**config.mk**
```make
export PLATFORM = sky130hd
export DESIGN_NAME = ansi_escape_sequence_classifier_unit_flat
export DESIGN_NICKNAME = d
export VERILOG_FILES = /design/src/hw/rtl/aesc_pkg.sv /design/src/hw/rtl/aesc_req_if.sv /design/src/hw/rtl/aesc_rsp_if.sv /design/src/hw/rtl/ansi_escape_sequence_classifier_unit.sv /design/src/hw/rtl/aesc_parser.sv /design/src/flat_wrapper.sv
export VERILOG_INCLUDE_DIRS = /design/src /design/src/hw/rtl
export SDC_FILE = /design/constraint.sdc
export NUM_CORES = 1
export LEC_CHECK = 0
export BUFFER_PORTS_ARGS = -buffer_cell sky130_fd_sc_hd__buf_2
export CAP_MARGIN = 40
export CORE_MARGIN = 2
export CORE_UTILIZATION = 47
export DETAILED_ROUTE_END_ITERATION = 10
export PLACE_DENSITY = 0.67
export SKIP_LAST_GASP = 1
export SLEW_MARGIN = 10
export SYNTH_ARGS = -nofsm -noshare
export SYNTH_HDL_FRONTEND = slang
export SYNTH_SLANG_ARGS = --single-unit
```
**constraint.sdc**
```tcl
create_clock -name clock -period 12.93 [get_ports clock]
set_clock_uncertainty 0.1 [all_clocks]
set_input_delay 1.9395 -clock clock [delete_from_list [all_inputs] [get_ports clock]]
set_output_delay 1.9395 -clock clock [all_outputs]
set_load 0.02 [all_outputs]
```
**src/hw/rtl/ansi_escape_sequence_classifier_unit_assert.svh**
```systemverilog
`ifndef ANSI_ESCAPE_SEQUENCE_CLASSIFIER_UNIT_ASSERT_SVH
`define ANSI_ESCAPE_SEQUENCE_CLASSIFIER_UNIT_ASSERT_SVH

// same-cycle implication, checked outside reset
`define AESC_ASSERT_NOW(lbl, ante, cons, msg) \
   lbl: assert property (@(posedge clock) disable iff (reset) (ante) |-> (cons)) \
      else $error(msg);

// next-cycle implication, checked outside reset
`define AESC_ASSERT_NEXT(lbl, ante, cons, msg) \
   lbl: assert property (@(posedge clock) disable iff (reset) (ante) |=> (cons)) \
      else $error(msg);

`endif

```
**src/hw/rtl/aesc_pkg.sv**
```systemverilog
package aesc_pkg;

   localparam int AESC_FIFO_DEPTH = 4;

   localparam logic [7:0] CH_BEL      = 8'h07;
   localparam logic [7:0] CH_CTRLO    = 8'h0F;
   localparam logic [7:0] CH_ESC      = 8'h1B;
   localparam logic [7:0] CH_0        = 8'h30;
   localparam logic [7:0] CH_1        = 8'h31;
   localparam logic [7:0] CH_2        = 8'h32;
   localparam logic [7:0] CH_4        = 8'h34;
   localparam logic [7:0] CH_7        = 8'h37;
   localparam logic [7:0] CH_9        = 8'h39;
   localparam logic [7:0] CH_SEMI     = 8'h3B;
   localparam logic [7:0] CH_QUEST    = 8'h3F;
   localparam logic [7:0] CH_AT       = 8'h40;
   localparam logic [7:0] CH_UPPER_H  = 8'h48;
   localparam logic [7:0] CH_UPPER_J  = 8'h4A;
   localparam logic [7:0] CH_LBRACKET = 8'h5B;
   localparam logic [7:0] CH_RBRACKET = 8'h5D;
   localparam logic [7:0] CH_LOWER_H  = 8'h68;
   localparam logic [7:0] CH_LOWER_L  = 8'h6C;

   localparam logic [2:0] KIND_TEXT  = 3'd0;
   localparam logic [2:0] KIND_CTRLO = 3'd1;
   localparam logic [2:0] KIND_CSI   = 3'd2;
   localparam logic [2:0] KIND_OSC   = 3'd3;
   localparam logic [2:0] KIND_ESC   = 3'd4;
   localparam logic [2:0] KIND_PRIV  = 3'd5;

   localparam logic CSR_STRIP_ANSI  = 1'b0;
   localparam logic CSR_STRIP_TITLE = 1'b1;

   // private-mode match positions: none, 4, 47, 1, 10, 104, 1049, 1047
   localparam logic [2:0] POS_NONE = 3'd0;
   localparam logic [2:0] POS_4    = 3'd1;
   localparam logic [2:0] POS_47   = 3'd2;
   localparam logic [2:0] POS_1    = 3'd3;
   localparam logic [2:0] POS_10   = 3'd4;
   localparam logic [2:0] POS_104  = 3'd5;
   localparam logic [2:0] POS_1049 = 3'd6;
   localparam logic [2:0] POS_1047 = 3'd7;

   localparam logic [3:0] PREFIX_DIGIT [8] = '{4'd0, 4'd4, 4'd7, 4'd1,
                                               4'd0, 4'd4, 4'd9, 4'd7};

   typedef enum logic [3:0] {
      PH_IDLE      = 4'd0,
      PH_ESC       = 4'd1,
      PH_CSI_START = 4'd2,
      PH_CSI_PRIV  = 4'd3,
      PH_CSI_BODY  = 4'd4,
      PH_OSC_START = 4'd5,
      PH_OSC_TITLE = 4'd6,
      PH_OSC_OTHER = 4'd7,
      PH_GEN       = 4'd8
   } aesc_phase_type;

   typedef struct packed {
      logic strip_ansi;
      logic strip_title;
   } aesc_cfg_type;

   typedef struct packed {
      logic [2:0] seq_kind;
      logic       strip;
      logic       redraw_req;
      logic       home_req;
      logic       alt_screen;
      logic [7:0] text_byte;
      logic       last;
   } aesc_result_type;

   typedef struct packed {
      logic [1:0]      count;
      aesc_result_type first;
      aesc_result_type second;
   } aesc_step_type;

   typedef struct packed {
      logic       hit;
      logic [2:0] pos;
   } aesc_priv_type;

   function automatic aesc_priv_type priv_next(input logic [2:0] pos, input logic [7:0] b);
      aesc_priv_type r;
      r.hit = 1'b0;
      r.pos = pos;
      case (pos)
         POS_NONE: begin
            if (b == CH_4) begin
               r.hit = 1'b1;
               r.pos = POS_4;
            end else if (b == CH_1) begin
               r.hit = 1'b1;
               r.pos = POS_1;
            end
         end
         POS_4: begin
            if (b == CH_7) begin
               r.hit = 1'b1;
               r.pos = POS_47;
            end
         end
         POS_1: begin
            if (b == CH_0) begin
               r.hit = 1'b1;
               r.pos = POS_10;
            end
         end
         POS_10: begin
            if (b == CH_4) begin
               r.hit = 1'b1;
               r.pos = POS_104;
            end
         end
         POS_104: begin
            if (b == CH_9) begin
               r.hit = 1'b1;
               r.pos = POS_1049;
            end else if (b == CH_7) begin
               r.hit = 1'b1;
               r.pos = POS_1047;
            end
         end
         default: begin
            r.hit = 1'b0;
         end
      endcase
      return r;
   endfunction

endpackage

```
**src/hw/rtl/aesc_req_if.sv**
```systemverilog
interface aesc_req_if;
   logic       valid;
   logic       ready;
   logic [7:0] in_byte;

   modport source (output valid, output in_byte, input ready);
   modport sink (input valid, input in_byte, output ready);
endinterface

```
**src/hw/rtl/aesc_rsp_if.sv**
```systemverilog
interface aesc_rsp_if;
   logic       valid;
   logic       ready;
   logic [2:0] seq_kind;
   logic       strip;
   logic       redraw_req;
   logic       home_req;
   logic       alt_screen;
   logic [7:0] text_byte;
   logic       last;

   modport source (output valid, output seq_kind, output strip, output redraw_req,
                   output home_req, output alt_screen, output text_byte, output last,
                   input ready);
   modport sink (input valid, input seq_kind, input strip, input redraw_req,
                 input home_req, input alt_screen, input text_byte, input last,
                 output ready);
endinterface

```
**src/hw/rtl/ansi_escape_sequence_classifier_unit.sv**
```systemverilog
// Classifies a terminal byte stream, one byte per req item, into text, Ctrl-O, CSI, OSC,
// other-escape and private-mode results on rsp, each with strip, redraw, cursor-home and
// alternate-screen flags; last marks the final result of a byte. Each byte taken gives zero,
// one or two results, which are written straight into a FIFO_DEPTH-entry result queue;
// req.ready stays high while the queue has at least two free entries, so bytes flow at one per cycle,
// and the single-result-per-cycle rsp port sets the pace when bytes that close one sequence
// and open another (two results) come close together. Results are registered in the queue
// and shown on rsp from its head. strip_ansi sits at address 0 and strip_title at address 4
// of the csr port; write them only while the block is idle.
`include "ansi_escape_sequence_classifier_unit_assert.svh"

module ansi_escape_sequence_classifier_unit #(
   parameter int FIFO_DEPTH = aesc_pkg::AESC_FIFO_DEPTH
) (
   input  logic        clock,
   input  logic        reset,
   aesc_req_if.sink    req,
   aesc_rsp_if.source  rsp,
   input  logic        csr_psel,
   input  logic        csr_penable,
   input  logic        csr_pwrite,
   input  logic [2:0]  csr_paddr,
   input  logic [31:0] csr_pwdata,
   output logic [31:0] csr_prdata,
   output logic        csr_pready
);
   import aesc_pkg::*;

   localparam int PW = (FIFO_DEPTH > 1) ? $clog2(FIFO_DEPTH) : 1;
   localparam int CW = $clog2(FIFO_DEPTH + 1);

   logic            strip_ansi_ff;
   logic            strip_title_ff;
   aesc_cfg_type    cfg;
   aesc_step_type   step;
   aesc_result_type fifo_ff [FIFO_DEPTH];
   aesc_result_type head;
   logic [PW-1:0]   wr_ptr_ff, wr_ptr_in;
   logic [PW-1:0]   rd_ptr_ff, rd_ptr_in;
   logic [CW-1:0]   count_ff, count_in;
   logic            req_fire;
   logic            rsp_fire;
   logic [1:0]      push_cnt;
   logic            csr_write;

   assign csr_pready = 1'b1;
   assign csr_write  = csr_psel && csr_penable && csr_pwrite && csr_pready;
   assign csr_prdata = (csr_paddr[2] == CSR_STRIP_TITLE) ? {31'd0, strip_title_ff}
                                                         : {31'd0, strip_ansi_ff};

   always_ff @(posedge clock) begin
      if (reset) begin
         strip_ansi_ff  <= 1'b0;
         strip_title_ff <= 1'b0;
      end else if (csr_write) begin
         if (csr_paddr[2] == CSR_STRIP_ANSI) begin
            strip_ansi_ff <= csr_pwdata[0];
         end else begin
            strip_title_ff <= csr_pwdata[0];
         end
      end
   end

   assign cfg.strip_ansi  = strip_ansi_ff;
   assign cfg.strip_title = strip_title_ff;

   assign req.ready = (count_ff <= CW'(FIFO_DEPTH - 2));
   assign req_fire  = req.valid && req.ready;
   assign rsp_fire  = rsp.valid && rsp.ready;
   assign push_cnt  = req_fire ? step.count : 2'd0;

   aesc_parser u_parser (
      .clock   (clock),
      .reset   (reset),
      .accept  (req_fire),
      .in_byte (req.in_byte),
      .cfg     (cfg),
      .step    (step)
   );

   assign wr_ptr_in = wr_ptr_ff + PW'(push_cnt);
   assign rd_ptr_in = rd_ptr_ff + PW'(rsp_fire);
   assign count_in  = count_ff + CW'(push_cnt) - CW'(rsp_fire);

   always_ff @(posedge clock) begin
      if (reset) begin
         wr_ptr_ff <= '0;
         rd_ptr_ff <= '0;
         count_ff  <= '0;
      end else begin
         wr_ptr_ff <= wr_ptr_in;
         rd_ptr_ff <= rd_ptr_in;
         count_ff  <= count_in;
      end
   end

   always_ff @(posedge clock) begin
      if (push_cnt != 2'd0) begin
         fifo_ff[wr_ptr_ff] <= step.first;
      end
      if (push_cnt == 2'd2) begin
         fifo_ff[wr_ptr_ff + PW'(1)] <= step.second;
      end
   end

   assign head           = fifo_ff[rd_ptr_ff];
   assign rsp.valid      = (count_ff != '0);
   assign rsp.seq_kind   = head.seq_kind;
   assign rsp.strip      = head.strip;
   assign rsp.redraw_req = head.redraw_req;
   assign rsp.home_req   = head.home_req;
   assign rsp.alt_screen = head.alt_screen;
   assign rsp.text_byte  = head.text_byte;
   assign rsp.last       = head.last;

   `AESC_ASSERT_NOW(a_count_bound, 1'b1, count_ff <= CW'(FIFO_DEPTH),
      "result queue over full")
   `AESC_ASSERT_NEXT(a_double_push, !reset && req_fire && step.count == 2'd2 && !rsp_fire,
      count_ff == $past(count_ff) + CW'(2), "two results of one item not both queued")
   `AESC_ASSERT_NEXT(a_silent_item, !reset && req_fire && step.count == 2'd0 && count_ff == '0,
      !rsp.valid, "result shown for an item that gives none")
   `AESC_ASSERT_NOW(a_pair_last, req_fire && step.count == 2'd2,
      !step.first.last && step.second.last, "last flag wrong on a result pair")

endmodule

```
**src/hw/rtl/aesc_parser.sv**
```systemverilog
module aesc_parser (
   input  logic                   clock,
   input  logic                   reset,
   input  logic                   accept,
   input  logic [7:0]             in_byte,
   input  aesc_pkg::aesc_cfg_type cfg,
   output aesc_pkg::aesc_step_type step
);
   import aesc_pkg::*;

   aesc_phase_type phase_ff, phase_in;
   logic [2:0]     pos_ff, pos_in;
   logic [3:0]     digit_ff, digit_in;
   logic           end_pending_ff, end_pending_in;
   logic           pend_strip_ff, pend_strip_in;
   logic           pend_redraw_ff, pend_redraw_in;
   logic           pend_home_ff, pend_home_in;
   logic           alt_ff, alt_in;

   logic            fin_valid;
   logic [2:0]      fin_kind;
   logic            fin_strip;
   logic            do_idle;
   logic            do_body;
   logic            do_gen;
   logic            do_osc;
   logic [3:0]      body_digit;
   logic            idle_emit;
   aesc_result_type fin_res;
   aesc_result_type idle_res;
   aesc_priv_type   priv;

   always_comb begin
      phase_in       = phase_ff;
      pos_in         = pos_ff;
      digit_in       = digit_ff;
      end_pending_in = end_pending_ff;
      pend_strip_in  = pend_strip_ff;
      pend_redraw_in = pend_redraw_ff;
      pend_home_in   = pend_home_ff;
      alt_in         = alt_ff;
      fin_valid      = 1'b0;
      fin_kind       = KIND_TEXT;
      fin_strip      = 1'b0;
      do_idle        = 1'b0;
      do_body        = 1'b0;
      do_gen         = 1'b0;
      do_osc         = 1'b0;
      body_digit     = digit_ff;
      idle_emit      = 1'b0;
      priv           = priv_next(pos_ff, in_byte);
      fin_res        = '0;
      idle_res       = '0;

      if (end_pending_ff) begin
         if (in_byte == CH_SEMI) begin
            end_pending_in = 1'b0;
         end else begin
            fin_valid = 1'b1;
            fin_kind  = (phase_ff == PH_GEN) ? KIND_ESC : KIND_CSI;
            fin_strip = pend_strip_ff;
            do_idle   = 1'b1;
         end
      end else begin
         case (phase_ff)
            PH_ESC: begin
               if (in_byte == CH_LBRACKET) begin
                  phase_in = PH_CSI_START;
               end else if (in_byte == CH_RBRACKET) begin
                  phase_in = PH_OSC_START;
               end else begin
                  do_gen = 1'b1;
               end
            end
            PH_CSI_START: begin
               if (in_byte == CH_QUEST) begin
                  phase_in = PH_CSI_PRIV;
                  pos_in   = POS_NONE;
               end else begin
                  do_body = 1'b1;
               end
            end
            PH_CSI_PRIV: begin
               if (priv.hit) begin
                  pos_in = priv.pos;
               end else if ((pos_ff == POS_47 || pos_ff == POS_1049 || pos_ff == POS_1047) &&
                            (in_byte == CH_LOWER_H || in_byte == CH_LOWER_L)) begin
                  alt_in = (in_byte == CH_LOWER_H);
                  if (in_byte == CH_LOWER_L) begin
                     pend_redraw_in = 1'b1;
                  end
                  fin_valid = 1'b1;
                  fin_kind  = KIND_PRIV;
               end else begin
                  body_digit = PREFIX_DIGIT[pos_ff];
                  pos_in     = POS_NONE;
                  do_body    = 1'b1;
               end
            end
            PH_CSI_BODY: begin
               do_body = 1'b1;
            end
            PH_OSC_START: begin
               if (in_byte inside {[CH_0:CH_2]}) begin
                  phase_in = PH_OSC_TITLE;
               end else begin
                  do_osc = 1'b1;
               end
            end
            PH_OSC_TITLE: begin
               if (in_byte == CH_BEL) begin
                  fin_valid = 1'b1;
                  fin_kind  = KIND_OSC;
                  fin_strip = cfg.strip_title | cfg.strip_ansi;
               end
            end
            PH_OSC_OTHER: begin
               do_osc = 1'b1;
            end
            PH_GEN: begin
               do_gen = 1'b1;
            end
            PH_IDLE: begin
               do_idle = 1'b1;
            end
            default: begin
               phase_in = PH_IDLE;
               do_idle  = 1'b1;
            end
         endcase
      end

      if (do_gen) begin
         phase_in = PH_GEN;
         if (in_byte inside {[CH_0:CH_9], CH_SEMI}) begin
            phase_in = PH_GEN;
         end else if (in_byte == CH_UPPER_H || in_byte == CH_AT) begin
            end_pending_in = 1'b1;
            pend_strip_in  = 1'b0;
         end else begin
            fin_valid = 1'b1;
            fin_kind  = KIND_ESC;
            fin_strip = cfg.strip_ansi;
         end
      end

      if (do_osc) begin
         phase_in = PH_OSC_OTHER;
         if (in_byte == CH_BEL || in_byte == CH_ESC) begin
            fin_valid = 1'b1;
            fin_kind  = KIND_OSC;
            fin_strip = cfg.strip_ansi;
            do_idle   = (in_byte == CH_ESC);
         end
      end

      if (do_body) begin
         phase_in = PH_CSI_BODY;
         digit_in = body_digit;
         if (in_byte inside {[CH_0:CH_9]}) begin
            digit_in = in_byte[3:0];
         end else if (in_byte == CH_SEMI) begin
            digit_in = body_digit;
         end else if (in_byte == CH_UPPER_H) begin
            pend_home_in   = 1'b1;
            pend_redraw_in = 1'b1;
            end_pending_in = 1'b1;
            pend_strip_in  = cfg.strip_ansi;
         end else if (in_byte == CH_UPPER_J) begin
            if (body_digit <= 4'd1) begin
               pend_redraw_in = 1'b1;
            end
            if (body_digit == 4'd2) begin
               pend_home_in   = 1'b1;
               pend_redraw_in = 1'b1;
            end
            end_pending_in = 1'b1;
            pend_strip_in  = cfg.strip_ansi;
         end else if (in_byte == CH_ESC || in_byte == CH_CTRLO) begin
            fin_valid = 1'b1;
            fin_kind  = KIND_CSI;
            fin_strip = 1'b0;
            do_idle   = 1'b1;
         end else begin
            end_pending_in = 1'b1;
            pend_strip_in  = cfg.strip_ansi;
         end
      end

      if (fin_valid) begin
         fin_res.seq_kind   = fin_kind;
         fin_res.strip      = fin_strip;
         fin_res.redraw_req = pend_redraw_in;
         fin_res.home_req   = pend_home_in;
         fin_res.alt_screen = alt_in;
         phase_in       = PH_IDLE;
         pos_in         = POS_NONE;
         digit_in       = 4'd0;
         end_pending_in = 1'b0;
         pend_strip_in  = 1'b0;
         pend_redraw_in = 1'b0;
         pend_home_in   = 1'b0;
      end

      if (do_idle) begin
         idle_res.alt_screen = alt_in;
         if (in_byte == CH_CTRLO) begin
            idle_emit         = 1'b1;
            idle_res.seq_kind = KIND_CTRLO;
            idle_res.strip    = cfg.strip_ansi;
         end else if (in_byte == CH_ESC) begin
            phase_in       = PH_ESC;
            pos_in         = POS_NONE;
            digit_in       = 4'd0;
            end_pending_in = 1'b0;
            pend_strip_in  = 1'b0;
            pend_redraw_in = 1'b0;
            pend_home_in   = 1'b0;
         end else begin
            idle_emit          = 1'b1;
            idle_res.seq_kind  = KIND_TEXT;
            idle_res.text_byte = in_byte;
         end
      end

      step.count  = {1'b0, fin_valid} + {1'b0, idle_emit};
      step.first  = fin_valid ? fin_res : idle_res;
      step.second = idle_res;
      step.first.last  = !(fin_valid && idle_emit);
      step.second.last = 1'b1;
   end

   always_ff @(posedge clock) begin
      if (reset) begin
         phase_ff       <= PH_IDLE;
         pos_ff         <= POS_NONE;
         digit_ff       <= 4'd0;
         end_pending_ff <= 1'b0;
         pend_strip_ff  <= 1'b0;
         pend_redraw_ff <= 1'b0;
         pend_home_ff   <= 1'b0;
         alt_ff         <= 1'b0;
      end else if (accept) begin
         phase_ff       <= phase_in;
         pos_ff         <= pos_in;
         digit_ff       <= digit_in;
         end_pending_ff <= end_pending_in;
         pend_strip_ff  <= pend_strip_in;
         pend_redraw_ff <= pend_redraw_in;
         pend_home_ff   <= pend_home_in;
         alt_ff         <= alt_in;
      end
   end

endmodule

```
**src/flat_wrapper.sv**
```systemverilog
// flat-port wrapper written by rule: the top's interface ports become plain ports
module ansi_escape_sequence_classifier_unit_flat import aesc_pkg::*;
#(
   parameter int FIFO_DEPTH = aesc_pkg::AESC_FIFO_DEPTH
)
  (clock, reset, csr_psel, csr_penable, csr_pwrite, csr_paddr, csr_pwdata, csr_prdata, csr_pready, req_valid, req_in_byte, req_ready, rsp_valid, rsp_seq_kind, rsp_strip, rsp_redraw_req, rsp_home_req, rsp_alt_screen, rsp_text_byte, rsp_last, rsp_ready);
  aesc_req_if req_i ();
  aesc_rsp_if rsp_i ();
  input  logic clock;
  input  logic reset;
  input  logic csr_psel;
  input  logic csr_penable;
  input  logic csr_pwrite;
  input  logic [2:0] csr_paddr;
  input  logic [31:0] csr_pwdata;
  output logic [31:0] csr_prdata;
  output logic csr_pready;
  input wire logic [$bits(req_i.valid)-1:0] req_valid;
  input wire logic [$bits(req_i.in_byte)-1:0] req_in_byte;
  output wire logic [$bits(req_i.ready)-1:0] req_ready;
  output wire logic [$bits(rsp_i.valid)-1:0] rsp_valid;
  output wire logic [$bits(rsp_i.seq_kind)-1:0] rsp_seq_kind;
  output wire logic [$bits(rsp_i.strip)-1:0] rsp_strip;
  output wire logic [$bits(rsp_i.redraw_req)-1:0] rsp_redraw_req;
  output wire logic [$bits(rsp_i.home_req)-1:0] rsp_home_req;
  output wire logic [$bits(rsp_i.alt_screen)-1:0] rsp_alt_screen;
  output wire logic [$bits(rsp_i.text_byte)-1:0] rsp_text_byte;
  output wire logic [$bits(rsp_i.last)-1:0] rsp_last;
  input wire logic [$bits(rsp_i.ready)-1:0] rsp_ready;
  assign req_i.valid = req_valid;
  assign req_i.in_byte = req_in_byte;
  assign req_ready = req_i.ready;
  assign rsp_valid = rsp_i.valid;
  assign rsp_seq_kind = rsp_i.seq_kind;
  assign rsp_strip = rsp_i.strip;
  assign rsp_redraw_req = rsp_i.redraw_req;
  assign rsp_home_req = rsp_i.home_req;
  assign rsp_alt_screen = rsp_i.alt_screen;
  assign rsp_text_byte = rsp_i.text_byte;
  assign rsp_last = rsp_i.last;
  assign rsp_i.ready = rsp_ready;
  ansi_escape_sequence_classifier_unit #(.FIFO_DEPTH(FIFO_DEPTH)) u_core (.clock(clock), .reset(reset), .req(req_i), .rsp(rsp_i), .csr_psel(csr_psel), .csr_penable(csr_penable), .csr_pwrite(csr_pwrite), .csr_paddr(csr_paddr), .csr_pwdata(csr_pwdata), .csr_prdata(csr_prdata), .csr_pready(csr_pready));
endmodule
```
Word-level counts from Yosys, hierarchy flattened
Memory sizes are Yosys's and may differ from the RTL's. A register that Yosys moved wholly into a read port is not among the register bits.
Index checks and enable logic that the tools add are counted.

storage, ports and cells
  bits in registers = 25
  RAM bits = 64
  bits in read-only memories = 32
  bits of input ports = 50
  output and inout port bits = 51
  word-level logic and storage cells = 277
  memories = 2

cells by class
  add/sub/neg operators = 6
  $lt $le $gt $ge = 6
  equal/unequal tests = 34
  multiplexer cells = 189
  bitwise logic cells = 3
  reductions and logical operators = 24

memory list
  memory           words  width  read ports  clocked after memory_dff  write ports  line                                        RTL
  u_core.fifo_ff   4      16     1           1                         2            ansi_escape_sequence_classifier_unit.sv:36  aesc_result_type fifo_ff [FIFO_DEPTH];
  (no name shown)  8      4      1           0                         0            aesc_parser.sv:95                           body_digit = PREFIX_DIGIT[pos_ff];

operators by type and width
  cell                count
  $mux 4              31
  $mux 1              117
  $mux 3              24
  $eq 8x6->1 const B  7
  $eq 8x7->1 const B  7
  $eq 4x3->1 const B  4
  $le 8x6->1 const B  2
  $mux 16             1
  $mux 8              2
  $pmux 4 s4          1
  $pmux 3 s5          1
  $eq 3x3->1 const B  4
  $eq 4x2->1 const B  3
  $pmux 3 s2          2
  $mux 9              1
  $eq 8x3->1 const B  1
  $eq 8x4->1 const B  1
  $eq 8x5->1 const B  1
  $ge 8x6->1 const B  1
  $logic_and 1x1->1   8
  $mux 2              4
  $reduce_or 8->1     1
  $eq 3x2->1 const B  2
  $logic_or 1x1->1    6
  other kinds (26)    30

Depth between registers and ports, before layout
  word-level depth = 24
  gate-level depth with buffers = 17
  depth with buffers taken out = 16

Cells and area by module
Synthesis repeated with hierarchy kept, for this count alone.

second synthesis, totals
  cells, all modules = 588
  area total of the unflattened synthesis = 6582.6 um^2

by module, submodules not included
  module                                times used  cells an instance  area an instance (um^2)  seq. area each (um^2)
  ansi_escape_sequence_classifier_unit  1           257                4129.0                   2102.0
  aesc_parser                           1           331                2453.6                   320.3

Least setup slack after synthesis
OpenSTA, ideal clock, no wires.

  path type = input to register
  start point = in req_in_byte[4]
  end point = mem u_core.fifo_ff[0][12] (netlist bit), enable pin
  setup time = 0.343 ns
  data arrival time = 5.048 ns
  required time = 12.487 ns
  slack = 7.440 ns
  stages = 13
  buffers on the path = 2
  cell sequence = buf_6 -> or4b_4 -> o21a_1 -> o311a_4 -> a21oi_4 -> o211a_1 -> inv_2 -> ha_1 -> clkbuf_1 -> o21ai_0 -> nor3_1 -> nor2_1 -> inv_1

RTL lines
  item                line                                        RTL
  start: declaration  flat_wrapper.sv:19                          input wire logic [$bits(req_i.in_byte)-1:0] req_in_byte;
  end: declaration    ansi_escape_sequence_classifier_unit.sv:36

==> reports/metrics.yaml <==
status: "finished clean"
hold_viol_final: 0
grt_pass1_vias: 4289
p_total_uw: 1005
route.detailed.drc: 0
clk_latency_ps: 340
crit_arrival_ps: 6530
vias_per_cell: 6.093
syn-instance-count: 571
place_congestion: 0.8799
ctsHoldBuffers: 0
wl_mm: 13.95
fin_crit_ps: 6651
wl_met1_mm: 5.981
num_vias: 4478
dr_wl_met2_mm: 6.826
dp_cells: 719
synth_top_area_share_pct: 23.80
cts_tree: "yes"
grt_max_degree: 28
path_class: "input pin to flop"
grt-ovfl-total: 0
clkSinkCount: 89
nNetsFinal: 648
ys_seq_area_share_pct: 40.03
wl_per_cell_um: 18.98
worst_pin_slew_ps: 736.3
ant_nets: 0
diodes: 0
cts_buffer_depth: 2
syn_avg_cell_area_um2: 9.723
clkTransAtPathRegs_ps: 60
syn_to_final_growth_pct: 6.694
mostFrequentLayoutCells: "71 x nor2_1, 50 x nand2_1, 45 x dfxtp_1, 44 x edfxtp_1, 35 x buf_2"
cp.required_ps: 12810
path_max_fanout: 13
drive_gt1_share_pct: 17.23
synth_area_leaders: "edfxtp_1 24%, dfxtp_1 16%, mux4_2 6.5%"
tns_ps: 0
cp-end-kind: "flop"
synth_edf_count: 44
die_w_um: 112.7
cts_max_level: 3
syn_area_um2: 5552
critPathLaunchType: "input pin"
synth_largest_area_cell: "edfxtp_1"
io_pins: 101
slew_headroom_pct: 50.69
top_layer: "met4"
power_density_nw_per_um2: 169.7
mostFrequentLayoutCell: "nor2_1"
track_usage_pct: 22.19
synthFlopType: "dfxtp_1"
postCtsSetupBuffers: 0
irDropWorstVdd_uv: 93.93
grt_pass1_wl_mm: 22.28
synth_warnings: 0
max_freq_mhz: 150.4
min_path_type: "flop to flop"
cts_buffers: 9
antenna_found_initial: 0
io_buffers: 35
leakage_uw: 0.002099
synthArstFlopShare_pct: 0
yosysUniqueCellTypes: 89
finalSetupViolCount: 0
dp_hpwl_mm: 9.626
period_share_pct: 51.44
cts_resized: 0
slew_viol_final: 0
root_buffer: "clkbuf_16"
cap_violations: 0
synth-seq-cells: 89
drt_iter0_markers: 477
rsz0062_at_grt: "no"
die_h_um: 112.7
instances_no_fill: 735
first_pass_iters: 5
core-area_um2: 11470
initial_core_util_pct: 48.41
wl_met3_um: 815
dieArea_um2: 12700
core.rowCount: 39
[layer usage]
metal,global-route usage [%],vias to the layer above
met4,7.480,0
met2,36.57,175
li1,-,2102
met3,4.698,28
met1,29.14,2173
met5,0,-
[Yosys cell counts (12+ instances only)]
| master | number |
|---|---|
| buf_4 | 36 |
| nand2_1 | 50 |
| dfxtp_1 | 45 |
| edfxtp_1 | 44 |
| nor2_1 | 71 |
| nor3_1 | 12 |
| clkbuf_1 | 14 |
| nand3_1 | 19 |
| o21ai_0 | 24 |
| inv_1 | 16 |
| mux4_2 | 16 |
| a21oi_1 | 22 |
[final timing paths]
| path | startpoint | endpoint | slack (ps) | depth (start not counted) |
|---|---|---|---|---|
| setup reg to reg | u_core.u_parser.pos_ff[1]$_SDFFE_PP0P_ | u_core.fifo_ff[0][6]$_DFFE_PP_ | 7730 | 13 |
| hold reg to reg | u_core.fifo_ff[1][14]$_SDFFE_PP0N_ | u_core.fifo_ff[1][14]$_SDFFE_PP0N_ | 360 | 2 |
| hold / removal | u_core.fifo_ff[1][14]$_SDFFE_PP0N_ | u_core.fifo_ff[1][14]$_SDFFE_PP0N_ | 360 | 2 |
| setup / recovery | req_in_byte[4] | u_core.fifo_ff[0][6]$_DFFE_PP_ | 6280 | 12 |
[sequential cells by signal, indices dropped and copies added, names as in the netlist]
name	cells
u_core.u_parser.phase_ff	4
u_core.u_parser.pend_strip_ff	1
u_core.rd_ptr_ff	2
u_core.strip_ansi_ff	1
u_core.strip_title_ff	1
u_core.u_parser.pend_home_ff	1
u_core.u_parser.alt_ff	1
u_core.u_parser.digit_ff	4
u_core.wr_ptr_ff	2
u_core.u_parser.pos_ff	3
u_core.count_ff	3
u_core.fifo_ff	64
u_core.u_parser.pend_redraw_ff	1
u_core.u_parser.end_pending_ff	1
[per-stage QoR]
step	worst slack, ps	hold slack, ps	area [um2]	utilization [%]
detailed placement	6025	342.6	5610	48.93
global placement	6106	330.0	5595	48.79
CTS	6354	357.4	5923	51.65
floorplan	7440	319.8	5664	-
global route	5978	379.5	5923	51.65
finish	6279	357.1	5923	51.65
[kinds of logic after synthesis]
family / after synthesis / synth area share, %
fa+ha+maj: 11 / 2.614
flops: 89 / 40.03
buf+inv: 79 / 8.902
compound gates: 132 / 18.14
xor+xnor: 8 / 1.262
simple gates: 227 / 21.05
other cells: 2 / 0.1353
mux: 23 / 7.866
[worst max-delay path: stages]
cell and delay [ps]:
buf_2 230, nand4bb_1 480, a211oi_1 610, or3_2 210
o211a_1 320, o211a_1 590, inv_2 100, ha_1 510
o21ai_0 220, nor3_1 520, nor2_1 280, inv_1 500
[report_power, final]
part / leakage, uW / switching (uW) / internal (uW)
Combinational: 0.00118 / 224 / 126
Clock: 0.000153 / 109 / 170
Sequential: 0.000769 / 26.2 / 349
Total: 0.00210 / 359 / 646
[layout make-up]
cell class / instances / area [um2]
flip-flops and latches: 89 / 2222
clock inverters: 5 / 80.08
fillers: 1076 / 5544
repair buffers: 37 / 197.7
well taps: 143 / 178.9
inverters: 17 / 63.81
multi-input cells: 433 / 2948
clock buffers: 11 / 232.7
Power figures use the tool's default switching activity.
